$ cat src/rtl/dns_pkg.sv
// Shared types, sizes and codes for the directional neighbor select block.
// No dependencies; the other files, apart from dns_ram, refer to this package by scoped names.

package dns_pkg;

    // Table and coordinate sizing
    localparam int MAX_ENTRIES = 64;
    localparam int COORD_BITS  = 16;

    // Fixed field widths of the item formats
    localparam int SLOT_W   = 6;
    localparam int EDGE_W   = 16;
    localparam int WCNT_W   = 7;

    // Derived widths
    localparam int IDX_W    = $clog2(MAX_ENTRIES);
    localparam int CNT_W    = $clog2(MAX_ENTRIES + 1);
    localparam int CENTER_W = 2 * COORD_BITS;
    localparam int DIFF_W   = COORD_BITS + 1;
    localparam int SQ_W     = 2 * DIFF_W;
    localparam int SCORE_W  = SQ_W + 1;
    localparam int DIV_W    = ((CNT_W > SLOT_W) ? CNT_W : SLOT_W) + 1;
    localparam int STEP_W   = $clog2(DIV_W + 1);

    // Operation codes
    localparam logic OP_WRITE = 1'b0;
    localparam logic OP_QUERY = 1'b1;

    // Direction codes
    localparam logic [1:0] DIR_WEST  = 2'd0;
    localparam logic [1:0] DIR_EAST  = 2'd1;
    localparam logic [1:0] DIR_NORTH = 2'd2;
    localparam logic [1:0] DIR_SOUTH = 2'd3;

    // Configuration register indexes (selected by paddr[2])
    localparam logic REG_WINDOW_COUNT = 1'b0;
    localparam logic REG_MONOCLE      = 1'b1;

    typedef struct packed {
        logic                     operation;
        logic [SLOT_W-1:0]        slot;
        logic signed [EDGE_W-1:0] left_edge;
        logic signed [EDGE_W-1:0] top_edge;
        logic signed [EDGE_W-1:0] right_edge;
        logic signed [EDGE_W-1:0] bottom_edge;
        logic                     present;
        logic [1:0]               direction;
        logic                     cycle_back;
    } in_t;

    typedef struct packed {
        logic [SLOT_W-1:0] target_slot;
        logic              found_by_direction;
        logic              no_target;
    } res_t;

    // Classified command passed from the front to the back
    typedef struct packed {
        logic                  op;
        logic [SLOT_W-1:0]     slot;
        logic [COORD_BITS-1:0] cx;
        logic [COORD_BITS-1:0] cy;
        logic                  present;
        logic [1:0]            dir;
        logic                  back;
    } cmd_t;

    typedef struct packed {
        logic empty;
        logic full;
    } q_status_t;

    // Take an edge field as a COORD_BITS-bit two's complement value
    function automatic logic [COORD_BITS-1:0] coord_of(input logic [EDGE_W-1:0] e);
        logic [COORD_BITS+EDGE_W-1:0] wide;
        wide = {{COORD_BITS{1'b0}}, e};
        return wide[COORD_BITS-1:0];
    endfunction

    // (a + b) / 2 with truncation toward zero
    function automatic logic [COORD_BITS-1:0] half_sum(input logic [COORD_BITS-1:0] a,
                                                        input logic [COORD_BITS-1:0] b);
        logic [COORD_BITS:0] s;
        logic [COORD_BITS:0] s_adj;
        s     = {a[COORD_BITS-1], a} + {b[COORD_BITS-1], b};
        s_adj = s + {{COORD_BITS{1'b0}}, s[COORD_BITS]};
        return s_adj[COORD_BITS:1];
    endfunction

endpackage

$ cat src/rtl/dns_ram.sv
// Generic single-write, single-read RAM with registered read data.
// No dependencies.

module dns_ram #(
    parameter int DATA_W = 32,
    parameter int DEPTH  = 64
) (
    input  logic                     aclk,
    input  logic                     we,
    input  logic [$clog2(DEPTH)-1:0] waddr,
    input  logic [DATA_W-1:0]        wdata,
    input  logic [$clog2(DEPTH)-1:0] raddr,
    output logic [DATA_W-1:0]        rdata
);

    logic [DATA_W-1:0] mem [DEPTH];

    // Write port and registered read port
    always_ff @(posedge aclk) begin
        if (we) begin
            mem[waddr] <= wdata;
        end
        rdata <= mem[raddr];
    end

endmodule

$ cat src/rtl/dns_front.sv
// Front end: accepts input items, computes rectangle centers, builds commands.
// Depends on dns_pkg.

module dns_front (
    input  logic                 s_valid,
    output logic                 s_ready,
    input  dns_pkg::in_t         s_data,
    input  dns_pkg::q_status_t   q_status,
    output logic                 push,
    output dns_pkg::cmd_t        push_cmd
);

    // Accept whenever the queue has room
    assign s_ready = !q_status.full;
    assign push    = s_valid && s_ready;

    // Classify the item and reduce the rectangle to its center
    always_comb begin
        push_cmd.op      = s_data.operation;
        push_cmd.slot    = s_data.slot;
        push_cmd.cx      = dns_pkg::half_sum(dns_pkg::coord_of(s_data.left_edge),
                                             dns_pkg::coord_of(s_data.right_edge));
        push_cmd.cy      = dns_pkg::half_sum(dns_pkg::coord_of(s_data.top_edge),
                                             dns_pkg::coord_of(s_data.bottom_edge));
        push_cmd.present = s_data.present;
        push_cmd.dir     = s_data.direction;
        push_cmd.back    = s_data.cycle_back;
    end

endmodule

$ cat src/rtl/dns_queue.sv
// Two-entry command queue between the front and the back.
// Depends on dns_pkg.

module dns_queue (
    input  logic               aclk,
    input  logic               aresetn,
    input  logic               push,
    input  dns_pkg::cmd_t      push_cmd,
    input  logic               pop,
    output dns_pkg::cmd_t      pop_cmd,
    output dns_pkg::q_status_t q_status
);

    dns_pkg::cmd_t entry_reg [2];
    logic          wr_ptr_reg, wr_ptr_next;
    logic          rd_ptr_reg, rd_ptr_next;
    logic [1:0]    cnt_reg, cnt_next;

    assign pop_cmd        = entry_reg[rd_ptr_reg];
    assign q_status.empty = (cnt_reg == 2'd0);
    assign q_status.full  = (cnt_reg == 2'd2);

    // Advance pointers and fill count
    always_comb begin
        wr_ptr_next = wr_ptr_reg ^ push;
        rd_ptr_next = rd_ptr_reg ^ pop;
        cnt_next    = cnt_reg + {1'b0, push} - {1'b0, pop};
    end

    always_ff @(posedge aclk) begin
        if (!aresetn) begin
            wr_ptr_reg <= 1'b0;
            rd_ptr_reg <= 1'b0;
            cnt_reg    <= 2'd0;
        end else begin
            wr_ptr_reg <= wr_ptr_next;
            rd_ptr_reg <= rd_ptr_next;
            cnt_reg    <= cnt_next;
        end
    end

    // Store the pushed command
    always_ff @(posedge aclk) begin
        if (push) begin
            entry_reg[wr_ptr_reg] <= push_cmd;
        end
    end

endmodule

$ cat src/rtl/dns_back.sv
// Back end: applies table writes and runs queries (pipelined scan, then
// cyclic fallback by shift-subtract modulo). Depends on dns_pkg and dns_ram.

module dns_back (
    input  logic                          aclk,
    input  logic                          aresetn,
    input  dns_pkg::q_status_t            q_status,
    input  dns_pkg::cmd_t                 pop_cmd,
    output logic                          pop,
    input  logic [dns_pkg::WCNT_W-1:0]    window_count,
    input  logic                          monocle_mode,
    output logic                          m_valid,
    input  logic                          m_ready,
    output dns_pkg::res_t                 m_data
);

    localparam logic [2:0] S_IDLE  = 3'd0;
    localparam logic [2:0] S_SRC   = 3'd1;
    localparam logic [2:0] S_SCAN  = 3'd2;
    localparam logic [2:0] S_DRAIN = 3'd3;
    localparam logic [2:0] S_MOD   = 3'd4;
    localparam logic [2:0] S_OUT   = 3'd5;

    // Control state
    logic [2:0]                        state_reg, state_next;
    logic [dns_pkg::MAX_ENTRIES-1:0]   present_reg, present_next;
    logic                              p0_valid_reg, p0_valid_next;
    logic                              p1_valid_reg, p1_valid_next;
    logic                              p2_valid_reg, p2_valid_next;
    logic                              out_valid_reg, out_valid_next;
    logic                              found_reg, found_next;

    // Query context
    logic [dns_pkg::SLOT_W-1:0]        slot_reg, slot_next;
    logic [1:0]                        dir_reg, dir_next;
    logic                              back_reg, back_next;
    logic [dns_pkg::CNT_W-1:0]         count_reg, count_next;
    logic [dns_pkg::COORD_BITS-1:0]    fx_reg, fx_next;
    logic [dns_pkg::COORD_BITS-1:0]    fy_reg, fy_next;
    logic [dns_pkg::CNT_W-1:0]         scan_reg, scan_next;

    // Scan pipeline
    logic [dns_pkg::IDX_W-1:0]         p0_idx_reg, p0_idx_next;
    logic [dns_pkg::IDX_W-1:0]         p1_idx_reg, p1_idx_next;
    logic [dns_pkg::DIFF_W-1:0]        p1_dx_reg, p1_dx_next;
    logic [dns_pkg::DIFF_W-1:0]        p1_dy_reg, p1_dy_next;
    logic [dns_pkg::IDX_W-1:0]         p2_idx_reg, p2_idx_next;
    logic                              p2_elig_reg, p2_elig_next;
    logic [dns_pkg::SQ_W-1:0]          p2_sqx_reg, p2_sqx_next;
    logic [dns_pkg::SQ_W-1:0]          p2_sqy_reg, p2_sqy_next;
    logic [dns_pkg::IDX_W-1:0]         best_idx_reg, best_idx_next;
    logic [dns_pkg::SCORE_W-1:0]       best_score_reg, best_score_next;

    // Modulo unit
    logic [dns_pkg::DIV_W-1:0]         num_reg, num_next;
    logic [dns_pkg::CNT_W-1:0]         rem_reg, rem_next;
    logic [dns_pkg::STEP_W-1:0]        step_reg, step_next;

    // Result
    dns_pkg::res_t                     res_reg, res_next;
    dns_pkg::res_t                     out_data_reg, out_data_next;

    // Memory ports
    logic                              ram_we;
    logic [dns_pkg::IDX_W-1:0]         ram_waddr;
    logic [dns_pkg::CENTER_W-1:0]      ram_wdata;
    logic [dns_pkg::IDX_W-1:0]         ram_raddr;
    logic [dns_pkg::CENTER_W-1:0]      ram_rdata;

    dns_ram #(
        .DATA_W (dns_pkg::CENTER_W),
        .DEPTH  (dns_pkg::MAX_ENTRIES)
    ) u_centers (
        .aclk   (aclk),
        .we     (ram_we),
        .waddr  (ram_waddr),
        .wdata  (ram_wdata),
        .raddr  (ram_raddr),
        .rdata  (ram_rdata)
    );

    assign pop     = (state_reg == S_IDLE) && !q_status.empty;
    assign m_valid = out_valid_reg;
    assign m_data  = out_data_reg;

    // Sequencer, scan pipeline and modulo steps
    always_comb begin
        logic [dns_pkg::CNT_W-1:0]    wc_eff;
        logic                         slot_lt_cnt;
        logic [dns_pkg::IDX_W-1:0]    src_idx;
        logic                         src_ok;
        logic [dns_pkg::SLOT_W-1:0]   m_slot;
        logic [dns_pkg::CNT_W-1:0]    m_count;
        logic                         m_back;
        logic [dns_pkg::DIV_W-1:0]    dividend;
        logic [dns_pkg::COORD_BITS-1:0] rx;
        logic [dns_pkg::COORD_BITS-1:0] ry;
        logic [dns_pkg::DIFF_W-1:0]   ax;
        logic [dns_pkg::DIFF_W-1:0]   ay;
        logic                         cone_ok;
        logic [dns_pkg::SCORE_W-1:0]  score;
        logic [dns_pkg::CNT_W:0]      trial;

        state_next      = state_reg;
        present_next    = present_reg;
        found_next      = found_reg;
        slot_next       = slot_reg;
        dir_next        = dir_reg;
        back_next       = back_reg;
        count_next      = count_reg;
        fx_next         = fx_reg;
        fy_next         = fy_reg;
        scan_next       = scan_reg;
        best_idx_next   = best_idx_reg;
        best_score_next = best_score_reg;
        num_next        = num_reg;
        rem_next        = rem_reg;
        step_next       = step_reg;
        res_next        = res_reg;
        out_data_next   = out_data_reg;
        out_valid_next  = out_valid_reg && !m_ready;
        p0_valid_next   = 1'b0;
        p0_idx_next     = p0_idx_reg;
        ram_we          = 1'b0;
        ram_waddr       = dns_pkg::IDX_W'(pop_cmd.slot);
        ram_wdata       = {pop_cmd.cx, pop_cmd.cy};
        ram_raddr       = scan_reg[dns_pkg::IDX_W-1:0];

        // Clamp the window count to the table size
        if (window_count > dns_pkg::WCNT_W'(dns_pkg::MAX_ENTRIES)) begin
            wc_eff = dns_pkg::CNT_W'(dns_pkg::MAX_ENTRIES);
        end else begin
            wc_eff = dns_pkg::CNT_W'(window_count);
        end
        slot_lt_cnt = dns_pkg::DIV_W'(pop_cmd.slot) < dns_pkg::DIV_W'(wc_eff);
        src_idx     = dns_pkg::IDX_W'(pop_cmd.slot);
        src_ok      = !monocle_mode && slot_lt_cnt && present_reg[src_idx];

        // Fallback dividend from the popped command or the held query
        if (state_reg == S_IDLE) begin
            m_slot  = pop_cmd.slot;
            m_count = wc_eff;
            m_back  = pop_cmd.back;
        end else begin
            m_slot  = slot_reg;
            m_count = count_reg;
            m_back  = back_reg;
        end
        if (m_back) begin
            dividend = dns_pkg::DIV_W'(m_slot) + dns_pkg::DIV_W'(m_count)
                       - dns_pkg::DIV_W'(1);
        end else begin
            dividend = dns_pkg::DIV_W'(m_slot) + dns_pkg::DIV_W'(1);
        end

        // Stage 1: offsets from the source center
        rx            = ram_rdata[dns_pkg::CENTER_W-1:dns_pkg::COORD_BITS];
        ry            = ram_rdata[dns_pkg::COORD_BITS-1:0];
        p1_valid_next = p0_valid_reg;
        p1_idx_next   = p0_idx_reg;
        p1_dx_next    = {rx[dns_pkg::COORD_BITS-1], rx}
                        - {fx_reg[dns_pkg::COORD_BITS-1], fx_reg};
        p1_dy_next    = {ry[dns_pkg::COORD_BITS-1], ry}
                        - {fy_reg[dns_pkg::COORD_BITS-1], fy_reg};

        // Stage 2: cone test and squares
        ax = p1_dx_reg[dns_pkg::DIFF_W-1] ? (~p1_dx_reg + 1'b1) : p1_dx_reg;
        ay = p1_dy_reg[dns_pkg::DIFF_W-1] ? (~p1_dy_reg + 1'b1) : p1_dy_reg;
        case (dir_reg)
            dns_pkg::DIR_WEST: begin
                cone_ok = p1_dx_reg[dns_pkg::DIFF_W-1] && (ax >= ay);
            end
            dns_pkg::DIR_EAST: begin
                cone_ok = !p1_dx_reg[dns_pkg::DIFF_W-1] && (p1_dx_reg != '0) && (ax >= ay);
            end
            dns_pkg::DIR_NORTH: begin
                cone_ok = p1_dy_reg[dns_pkg::DIFF_W-1] && (ay >= ax);
            end
            default: begin
                cone_ok = !p1_dy_reg[dns_pkg::DIFF_W-1] && (p1_dy_reg != '0) && (ay >= ax);
            end
        endcase
        p2_valid_next = p1_valid_reg;
        p2_idx_next   = p1_idx_reg;
        p2_elig_next  = cone_ok && present_reg[p1_idx_reg]
                        && (p1_idx_reg != dns_pkg::IDX_W'(slot_reg));
        p2_sqx_next   = ax * ax;
        p2_sqy_next   = ay * ay;

        // Stage 3: keep the nearest; strict compare keeps the lowest index on ties
        score = dns_pkg::SCORE_W'(p2_sqx_reg) + dns_pkg::SCORE_W'(p2_sqy_reg);
        if (p2_valid_reg && p2_elig_reg && (!found_reg || (score < best_score_reg))) begin
            found_next      = 1'b1;
            best_idx_next   = p2_idx_reg;
            best_score_next = score;
        end

        // Shift-subtract modulo step
        trial = {rem_reg, num_reg[dns_pkg::DIV_W-1]};

        case (state_reg)
            S_IDLE: begin
                if (!q_status.empty) begin
                    if (pop_cmd.op == dns_pkg::OP_WRITE) begin
                        if (dns_pkg::DIV_W'(pop_cmd.slot)
                                < dns_pkg::DIV_W'(dns_pkg::MAX_ENTRIES)) begin
                            ram_we                = 1'b1;
                            present_next[src_idx] = pop_cmd.present;
                        end
                    end else begin
                        slot_next  = pop_cmd.slot;
                        dir_next   = pop_cmd.dir;
                        back_next  = pop_cmd.back;
                        count_next = wc_eff;
                        if (wc_eff == '0) begin
                            res_next.target_slot        = '0;
                            res_next.found_by_direction = 1'b0;
                            res_next.no_target          = 1'b1;
                            state_next                  = S_OUT;
                        end else if (src_ok) begin
                            ram_raddr  = src_idx;
                            state_next = S_SRC;
                        end else begin
                            num_next   = dividend;
                            rem_next   = '0;
                            step_next  = '0;
                            state_next = S_MOD;
                        end
                    end
                end
            end
            S_SRC: begin
                fx_next    = ram_rdata[dns_pkg::CENTER_W-1:dns_pkg::COORD_BITS];
                fy_next    = ram_rdata[dns_pkg::COORD_BITS-1:0];
                scan_next  = '0;
                found_next = 1'b0;
                state_next = S_SCAN;
            end
            S_SCAN: begin
                p0_valid_next = 1'b1;
                p0_idx_next   = scan_reg[dns_pkg::IDX_W-1:0];
                scan_next     = scan_reg + 1'b1;
                if (scan_reg == count_reg - 1'b1) begin
                    state_next = S_DRAIN;
                end
            end
            S_DRAIN: begin
                if (!p0_valid_reg && !p1_valid_reg && !p2_valid_reg) begin
                    if (found_reg) begin
                        res_next.target_slot        = dns_pkg::SLOT_W'(best_idx_reg);
                        res_next.found_by_direction = 1'b1;
                        res_next.no_target          = 1'b0;
                        state_next                  = S_OUT;
                    end else begin
                        num_next   = dividend;
                        rem_next   = '0;
                        step_next  = '0;
                        state_next = S_MOD;
                    end
                end
            end
            S_MOD: begin
                if (trial >= {1'b0, count_reg}) begin
                    rem_next = dns_pkg::CNT_W'(trial - {1'b0, count_reg});
                end else begin
                    rem_next = dns_pkg::CNT_W'(trial);
                end
                num_next  = num_reg << 1;
                step_next = step_reg + 1'b1;
                if (step_reg == dns_pkg::STEP_W'(dns_pkg::DIV_W - 1)) begin
                    res_next.target_slot        = dns_pkg::SLOT_W'(rem_next);
                    res_next.found_by_direction = 1'b0;
                    res_next.no_target          = 1'b0;
                    state_next                  = S_OUT;
                end
            end
            S_OUT: begin
                if (!out_valid_reg || m_ready) begin
                    out_data_next  = res_reg;
                    out_valid_next = 1'b1;
                    state_next     = S_IDLE;
                end
            end
            default: begin
                state_next = S_IDLE;
            end
        endcase
    end

    // Control registers
    always_ff @(posedge aclk) begin
        if (!aresetn) begin
            state_reg     <= S_IDLE;
            present_reg   <= '0;
            p0_valid_reg  <= 1'b0;
            p1_valid_reg  <= 1'b0;
            p2_valid_reg  <= 1'b0;
            out_valid_reg <= 1'b0;
            found_reg     <= 1'b0;
        end else begin
            state_reg     <= state_next;
            present_reg   <= present_next;
            p0_valid_reg  <= p0_valid_next;
            p1_valid_reg  <= p1_valid_next;
            p2_valid_reg  <= p2_valid_next;
            out_valid_reg <= out_valid_next;
            found_reg     <= found_next;
        end
    end

    // Payload registers
    always_ff @(posedge aclk) begin
        slot_reg       <= slot_next;
        dir_reg        <= dir_next;
        back_reg       <= back_next;
        count_reg      <= count_next;
        fx_reg         <= fx_next;
        fy_reg         <= fy_next;
        scan_reg       <= scan_next;
        p0_idx_reg     <= p0_idx_next;
        p1_idx_reg     <= p1_idx_next;
        p1_dx_reg      <= p1_dx_next;
        p1_dy_reg      <= p1_dy_next;
        p2_idx_reg     <= p2_idx_next;
        p2_elig_reg    <= p2_elig_next;
        p2_sqx_reg     <= p2_sqx_next;
        p2_sqy_reg     <= p2_sqy_next;
        best_idx_reg   <= best_idx_next;
        best_score_reg <= best_score_next;
        num_reg        <= num_next;
        rem_reg        <= rem_next;
        step_reg       <= step_next;
        res_reg        <= res_next;
        out_data_reg   <= out_data_next;
    end

endmodule

$ cat src/rtl/directional_neighbor_select.sv
// Directional neighbor select: a table of entry centers searched for the nearest
// neighbor in a direction. An accepted item waits in a two-entry queue until the
// engine is idle and takes it. A table write is taken from the queue and applied
// without leaving the idle state, so writes stream at one per cycle while no
// query holds the engine. A query whose source entry is present is taken, reads
// the source center, then reads one center per cycle from the single read port of
// the center memory, drains the three-stage compare pipeline and loads the result
// register; when its cone is empty it falls back to cyclic stepping, which runs a
// shift-subtract modulo one bit per cycle. A query with a zero count goes straight
// to the result register, and one whose source is absent or beyond the count, or
// that runs in monocle mode, goes straight to the modulo stepping. A result
// register lets the next item start while a result waits. Configuration is to be
// written through the APB port only while idle; the block does not enforce it.
// Depends on dns_pkg, dns_front, dns_queue, dns_back and dns_ram.

module directional_neighbor_select (
    input  logic                 aclk,
    input  logic                 aresetn,
    // Input items
    input  logic                 s_valid,
    output logic                 s_ready,
    input  dns_pkg::in_t         s_data,
    // Result items
    output logic                 m_valid,
    input  logic                 m_ready,
    output dns_pkg::res_t        m_data,
    // Configuration port
    input  logic                 psel,
    input  logic                 penable,
    input  logic                 pwrite,
    input  logic [2:0]           paddr,
    input  logic [31:0]          pwdata,
    output logic [31:0]          prdata,
    output logic                 pready
);

    logic [dns_pkg::WCNT_W-1:0] window_count_reg, window_count_next;
    logic                       monocle_reg, monocle_next;
    logic                       cfg_write;

    dns_pkg::q_status_t         q_status;
    logic                       push;
    dns_pkg::cmd_t              push_cmd;
    logic                       pop;
    dns_pkg::cmd_t              pop_cmd;

    // Configuration registers
    assign pready    = 1'b1;
    assign cfg_write = psel && penable && pwrite && pready;

    always_comb begin
        window_count_next = window_count_reg;
        monocle_next      = monocle_reg;
        if (cfg_write) begin
            case (paddr[2])
                dns_pkg::REG_WINDOW_COUNT: begin
                    window_count_next = pwdata[dns_pkg::WCNT_W-1:0];
                end
                default: begin
                    monocle_next = pwdata[0];
                end
            endcase
        end
    end

    always_comb begin
        case (paddr[2])
            dns_pkg::REG_WINDOW_COUNT: begin
                prdata = {{(32 - dns_pkg::WCNT_W){1'b0}}, window_count_reg};
            end
            default: begin
                prdata = {31'b0, monocle_reg};
            end
        endcase
    end

    always_ff @(posedge aclk) begin
        if (!aresetn) begin
            window_count_reg <= '0;
            monocle_reg      <= 1'b0;
        end else begin
            window_count_reg <= window_count_next;
            monocle_reg      <= monocle_next;
        end
    end

    dns_front u_front (
        .s_valid  (s_valid),
        .s_ready  (s_ready),
        .s_data   (s_data),
        .q_status (q_status),
        .push     (push),
        .push_cmd (push_cmd)
    );

    dns_queue u_queue (
        .aclk     (aclk),
        .aresetn  (aresetn),
        .push     (push),
        .push_cmd (push_cmd),
        .pop      (pop),
        .pop_cmd  (pop_cmd),
        .q_status (q_status)
    );

    dns_back u_back (
        .aclk         (aclk),
        .aresetn      (aresetn),
        .q_status     (q_status),
        .pop_cmd      (pop_cmd),
        .pop          (pop),
        .window_count (window_count_reg),
        .monocle_mode (monocle_reg),
        .m_valid      (m_valid),
        .m_ready      (m_ready),
        .m_data       (m_data)
    );

    // A real target always lies inside the window
    a_target_in_window: assert property (@(posedge aclk) disable iff (!aresetn)
        (m_valid && !m_data.no_target)
            |-> (dns_pkg::WCNT_W'(m_data.target_slot) < window_count_reg))
        else $error("result target outside the window");

    // No target is flagged exactly when the window is empty
    a_no_target_empty: assert property (@(posedge aclk) disable iff (!aresetn)
        m_valid |-> (m_data.no_target == (window_count_reg == '0)))
        else $error("no_target disagrees with window count");

    // An accepted item is queued for the back end
    a_accept_queued: assert property (@(posedge aclk) disable iff (!aresetn)
        (s_valid && s_ready) |=> !q_status.empty)
        else $error("accepted item missing from queue");

endmodule

$ cat config.mk
export PLATFORM = sky130hd
export DESIGN_NAME = directional_neighbor_select
export DESIGN_NICKNAME = d
export VERILOG_FILES = /design/src/rtl/dns_pkg.sv /design/src/rtl/dns_ram.sv /design/src/rtl/dns_front.sv /design/src/rtl/dns_queue.sv /design/src/rtl/dns_back.sv /design/src/rtl/directional_neighbor_select.sv
export SDC_FILE = /design/constraint.sdc
export NUM_CORES = 2
export LEC_CHECK = 0
export BUFFER_PORTS_ARGS = -buffer_cell sky130_fd_sc_hd__buf_2
export CAP_MARGIN = 0
export CORE_MARGIN = 8
export CORE_UTILIZATION = 45
export DETAILED_ROUTE_END_ITERATION = 8
export PLACE_DENSITY_LB_ADDON = 0.05
export SLEW_MARGIN = 30
export SYNTH_ARGS = -nofsm -noshare
export SYNTH_HDL_FRONTEND = slang
export SYNTH_SLANG_ARGS = --single-unit
export TNS_END_PERCENT = 100
$ cat constraint.sdc
create_clock -name aclk -period 8.5 [get_ports aclk]
set_clock_uncertainty 0.15 [all_clocks]
set_input_delay 0.425 -clock aclk [delete_from_list [all_inputs] [get_ports aclk]]
set_output_delay 0.425 -clock aclk [all_outputs]
set_load 0.01 [all_outputs]
* Word level (Yosys, flattened, before mapping)
Memory sizes are Yosys's and may differ from the RTL's. A register that Yosys moved wholly into a read port is not among the register bits.
Index checks and enable logic that the tools add are counted.
Widths: inputs -> output; s select.
** Cells by class
- Multipliers :: 2
- $lt $le $gt $ge :: 9
- Reduce and logical (&&, ||, !) cells :: 50
- Bitwise logic cells :: 8
- Mux-type cells :: 72
- Add/subtract/negate cells :: 18
- Equality and inequality tests :: 22
** Operators by type and width (number)
- $mux 8 :: 13
- $mux 7 :: 10
- $mul 17x17->34 :: 2
- $bwmux 64 :: 1
- $pmux 8 s3 :: 2
- $mux 6 :: 6
- $add 34x34->35 :: 1
- $lt 35x35->1 :: 1
- $add 16x16->17 :: 2
- $add 17x1->17 :: 2
- $add 17x1->17 const B :: 2
- $ge 17x17->1 :: 2
- $mux 17 :: 2
- $not 17->17 :: 2
- $reduce_bool 17->1 :: 2
- $sub 16x16->17 :: 2
- $mux 3 :: 8
- $mux 4 :: 6
- $pmux 7 s3 :: 1
- $logic_and 1x1->1 :: 20
- $pmux 3 s6 :: 1
- $mux 1 :: 16
- $lt 6x7->1 const B :: 2
- $pmux 7 s2 :: 1
- 41 further kinds :: 74
** Storage, ports and cells
- Flip-flop bits (word level) :: 336
- RAM bits :: 2134
- Memories kept :: 2
- Output and inout port bits :: 43
- Input port bits :: 117
** Memory list
- u_back.u_centers.mem :: words 64, width 32, rd ports 1, clocked after memory_dff 1, write ports 1, line dns_ram.sv:16 : logic [DATA_W-1:0] mem [DEPTH];
- u_queue.entry_reg :: words 2, width 43, rd ports 1, clocked after memory_dff 1, write ports 1, line dns_queue.sv:14 : dns_pkg::cmd_t entry_reg [2];

* Logic depth before layout (Yosys ltp)
- Depth in word-level cells :: 11
- Mapped depth :: 34
- Depth with buffers taken out :: 34

* By module
A second synthesis with hierarchy kept.
** Second synthesis, totals
- Cells, all modules :: 7700
- Area, all modules :: 118627.5 um^2
** Modules (own cells, without submodules)
- dns_ram :: cells an instance 3572, area each 78888.2 um^2, times used 1, sequential area each 62139.6 um^2
- dns_back :: cells an instance 3579, area each 33224.4 um^2, times used 1, sequential area each 7817.5 um^2
- dns_queue :: cells an instance 155, area each 3542.1 um^2, times used 1, sequential area each 2682.6 um^2
- dns_front :: cells an instance 324, area each 2378.5 um^2, times used 1, sequential area each 0.0 um^2
- directional_neighbor_select :: cells an instance 70, area each 594.3 um^2, times used 1, sequential area each 160.2 um^2

* Worst setup path before layout
No wires, ideal clock.
- Path kind :: reg-to-reg
- Start :: reg u_back.p1_dy_reg[0] in the netlist's numbering
- End :: reg u_back.p2_sqy_reg[33] in the netlist's numbering
- Stages on the path, launching flop included :: 33
- Slack :: 349 ps
- Required time :: 8221 ps
- Arrival :: 7872 ps
- Clock period less this slack :: 8151 ps
- Cells stage by stage :: dfxtp_1 inv_1 clkbuf_1 ha_1 nand2_1 or3_1 o31ai_1 xnor2_1 clkbuf_1 nand2_1 fa_1 fa_1 fa_1 inv_1 fa_1 fa_1 inv_1 fa_1 inv_1 ha_1 nand3_1 nor2_1 a211o_1 a21oi_1 o21ai_0 or2_2 o211a_1 o21a_1 o21ai_0 a21oi_1 a41o_1 o41ai_1 xnor2_1
** Between the ends
- Word-level cells in the longest chain between the ends :: 4
** Ends and longest elaborated chain
- start, declared :: line dns_back.sv:46 : logic [dns_pkg::DIFF_W-1:0] p1_dy_reg, p1_dy_next;
- start signal, assigned :: line dns_back.sv:323 : p1_dy_reg <= p1_dy_next;
- $not 17->17 :: line dns_back.sv:168 : ay = p1_dy_reg[dns_pkg::DIFF_W-1] ? (~p1_dy_reg + 1'b1) : p1_dy_reg;
- $add 17x1->17 :: line dns_back.sv:168
- $mux 17 (*) :: line dns_back.sv:168
- $mul 17x17->34 (*) :: line dns_back.sv:188 : p2_sqy_next = ay * ay;
- via u_back.p2_sqy_next, one bit :: line dns_back.sv:50 : logic [dns_pkg::SQ_W-1:0] p2_sqy_reg, p2_sqy_next;
- end signal, assigned :: line dns_back.sv:327 : p2_sqy_reg <= p2_sqy_next;
- end, declared :: line dns_back.sv:50
Mark *: on every way through the listed nets, which the timed path passes. The rest lies on a longest branch.
A chain may end at the register's enable or synchronous reset.

* Final worst setup path
- Start :: reg u_back.p1_dy_reg[2] in the netlist's numbering
- End :: reg u_back.p2_sqy_reg[33] in the netlist's numbering
The elaborated chain is that of the path after synthesis.

==> results_dict.tcl <==
set metrics [dict create \
    portBuffers 106 \
    initial_core_util 0.451 \
    syn_avg_cell_area_um2 13.9 \
    rows 188 \
    place_congestion 0.839 \
    die_h_um 528 \
    worst_ep_required_time_ns 9.04 \
    largest_reg_flops 2048 \
    synth-seq-cells 2501 \
    vias_per_cell 5.74 \
    yosysWarnings 0 \
    grt_max_degree 86 \
    synth_area_leaders "edfxtp_1 58%, fa_1 6.6%, mux4_2 4.7%, ha_1 4.2%, dfxtp_1 3.9%" \
    fin_area_um2 135000 \
    min_period_ns 8.16 \
    slew_viol_final 0 \
    hold_path.class "in -> reg" \
    ant_nets 0 \
    synth.most_common_cell "edfxtp_1" \
    maxCapViolCount 0 \
    cts_buffers 279 \
    vias 73300 \
    clock_path_buffers 4 \
    worstSetupEndpointType "flop" \
    route.detailed.drc 0 \
    grt_pass1_vias 73300 \
    tritoncts "built" \
    critPathMaxFanout 6 \
    fmax_mhz 123 \
    wl_per_cell_um 28.7 \
    antenna_found_initial 26 \
    area_growth_pct 14.2 \
    worstSetupPathType "reg -> reg" \
    cts.sinks 2501 \
    placed_cell_area_um2 126000 \
    dieArea_um2 279000 \
    fp.dieW_um 528 \
    firstDrtPassIters 5 \
    synth_area_leader_cell "edfxtp_1" \
    rsz0062_at_grt "true" \
    finalHoldViolCount 0 \
    cpPeakStageDelay_ns 0.55 \
    seq_area_frac_synth 0.616 \
    io_pins 160 \
    drive_gt1_frac 0.148 \
    tightest_slew_ns 1.11 \
    yosys.cell_types.count 95 \
    grt_pass1_wl_mm 523 \
    clk_pin_slew_ns 0.06 \
    setup_viol 0 \
    outcome "complete, no violations" \
    fin_tns_setup_ns 0 \
    wirelength_mm 366 \
    synth_ff_type "edfxtp_1" \
    synth_common_cells "2271 x edfxtp_1, 1023 x nand2_1, 746 x inv_1" \
    syn_inst 8528 \
    crit_slowest_cell "fa_1" \
    clkLatencyLatePin_ns 0.87 \
    nNetsFinal 9934 \
    syn_area_um2 118000 \
    grt-ovfl-total 0 \
    cp-start-kind "flop" \
    grt_use_total 0.256 \
    drt_iter0_drc 7242 \
    core_um2 262000 \
    crit_arrival_ns 8.70 \
    synth-async-reset-ratio 0 \
    dpl.hpwl_mm 229 \
    synth_top_area_frac 0.577 \
    root_buffer "clkbuf_16" \
    max_slew_margin 0.260 \
    min_period_over_period 0.960 \
    ctsHtreeMaxLevel 5 \
    synth_edf_count 2271 \
]
==> path summary, 6_finish.rpt <==
| kind | start | end | slack, ns | depth (start not counted) |
|---|---|---|---|---|
| max | u_back.p1_dy_reg[2] | u_back.p2_sqy_reg[33] | 0.34 | 32 |
| min | s_data[36] | u_queue.entry_reg[1][4] | 0.08 | 4 |
| max reg2reg | u_back.p1_dy_reg[2] | u_back.p2_sqy_reg[33] | 0.34 | 32 |
| min reg2reg | u_back.p0_idx_reg[2] | u_back.p1_idx_reg[2] | 0.19 | 0 |
==> cells in the final DEF, fill, tap and decap left out, types with 53 or more instances in the layout <==
cell type / netlist / layout
a211oi_1: 115 / 115
a21o_1: 66 / 66
a21oi_1: 368 / 364
a22oi_1: 63 / 62
and3_1: 114 / 114
buf_2: 93 / 106
buf_4: 66 / 391
clkbuf_1: 196 / 64
clkbuf_16: 0 / 291
clkinv_1: 11 / 59
dfxtp_1: 230 / 228
edfxtp_1: 2271 / 2271
fa_1: 389 / 389
ha_1: 397 / 395
inv_1: 746 / 745
mux2i_1: 184 / 183
mux4_2: 246 / 246
nand2_1: 1023 / 1018
nand3_1: 139 / 138
nor2_1: 425 / 353
nor2_4: 0 / 69
nor3_1: 118 / 117
nor3b_1: 67 / 67
o21ai_0: 160 / 155
o22ai_1: 67 / 67
xnor2_1: 172 / 165
xor2_1: 56 / 53
==> cells by family (layout without fill, tap and decap cells) <==
| kind of cell | Yosys count | count (layout) | synth area share |
|---|---|---|---|
| DFF | 2501 | 2501 | 0.616 |
| AOI/OAI and AO/OA | 1235 | 1235 | 0.0692 |
| other | 2 | 60 | 0.0000636 |
| adders and majority gates | 786 | 786 | 0.108 |
| and+or+nand+nor | 2137 | 2137 | 0.0814 |
| buffers and inverters | 1164 | 1824 | 0.0414 |
| xor gates and xnor gates | 228 | 228 | 0.0169 |
| muxes | 475 | 475 | 0.0671 |
==> metal layers <==
layer | share of wire | global-route usage | vias up
met2 | 0.47 | 0.422 | 2623
met3 | 0.073 | 0.0417 | 518
met1 | 0.43 | 0.355 | 38000
met5 | 0.000046 | 0 | -
li1 | - | - | 32200
met4 | 0.030 | 0.0708 | 2
==> final cells by class <==
class,count,area (um2)
antenna,10,25.0
clock buffer,370,7720
clock inverter,116,931
fill,22200,127000
inverter,762,2860
multi-input combinational,4911,41500
sequential,2501,72800
tap,3515,4400
timing repair buffer,576,4710
==> critical path: cells and delay by family, from the launching register on <==
family                   cells  cell delay [ns]
AO/OA/AOI/OAI                9             1.99
XOR/XNOR                     2             0.33
adder cells (fa/ha/maj)      7             3.26
buffers and inverters        8             0.66
flip-flops                   1             0.31
AND/OR/NAND/NOR              6             1.36
==> metrics by stage <==
stage | utilization | setup WS [ns] | hold WS [ns] | std cells
detailed placement | 0.480 | 0.0477 | 0.177 | 12200
CTS | 0.514 | 0.0655 | 0.00968 | 12700
finish | 0.515 | 0.340 | 0.0826 | 12800
floorplan | - | 0.349 | 0.173 | 8576
global route | 0.515 | -0.0773 | 0.108 | 12800
global placement | 0.479 | 0.0930 | 0.174 | 12200
==> what timing repair did <==
item	in CTS	in global routing
buffers inserted	0	5
hold buffers	36	0
gates resized for setup	0	28
endpoints found under the setup margin	0	8
hold endpoints to repair	36	0
Power is not shown: default switching activity piles up to over one toggle a cycle in this logic, so the estimate is an artifact.
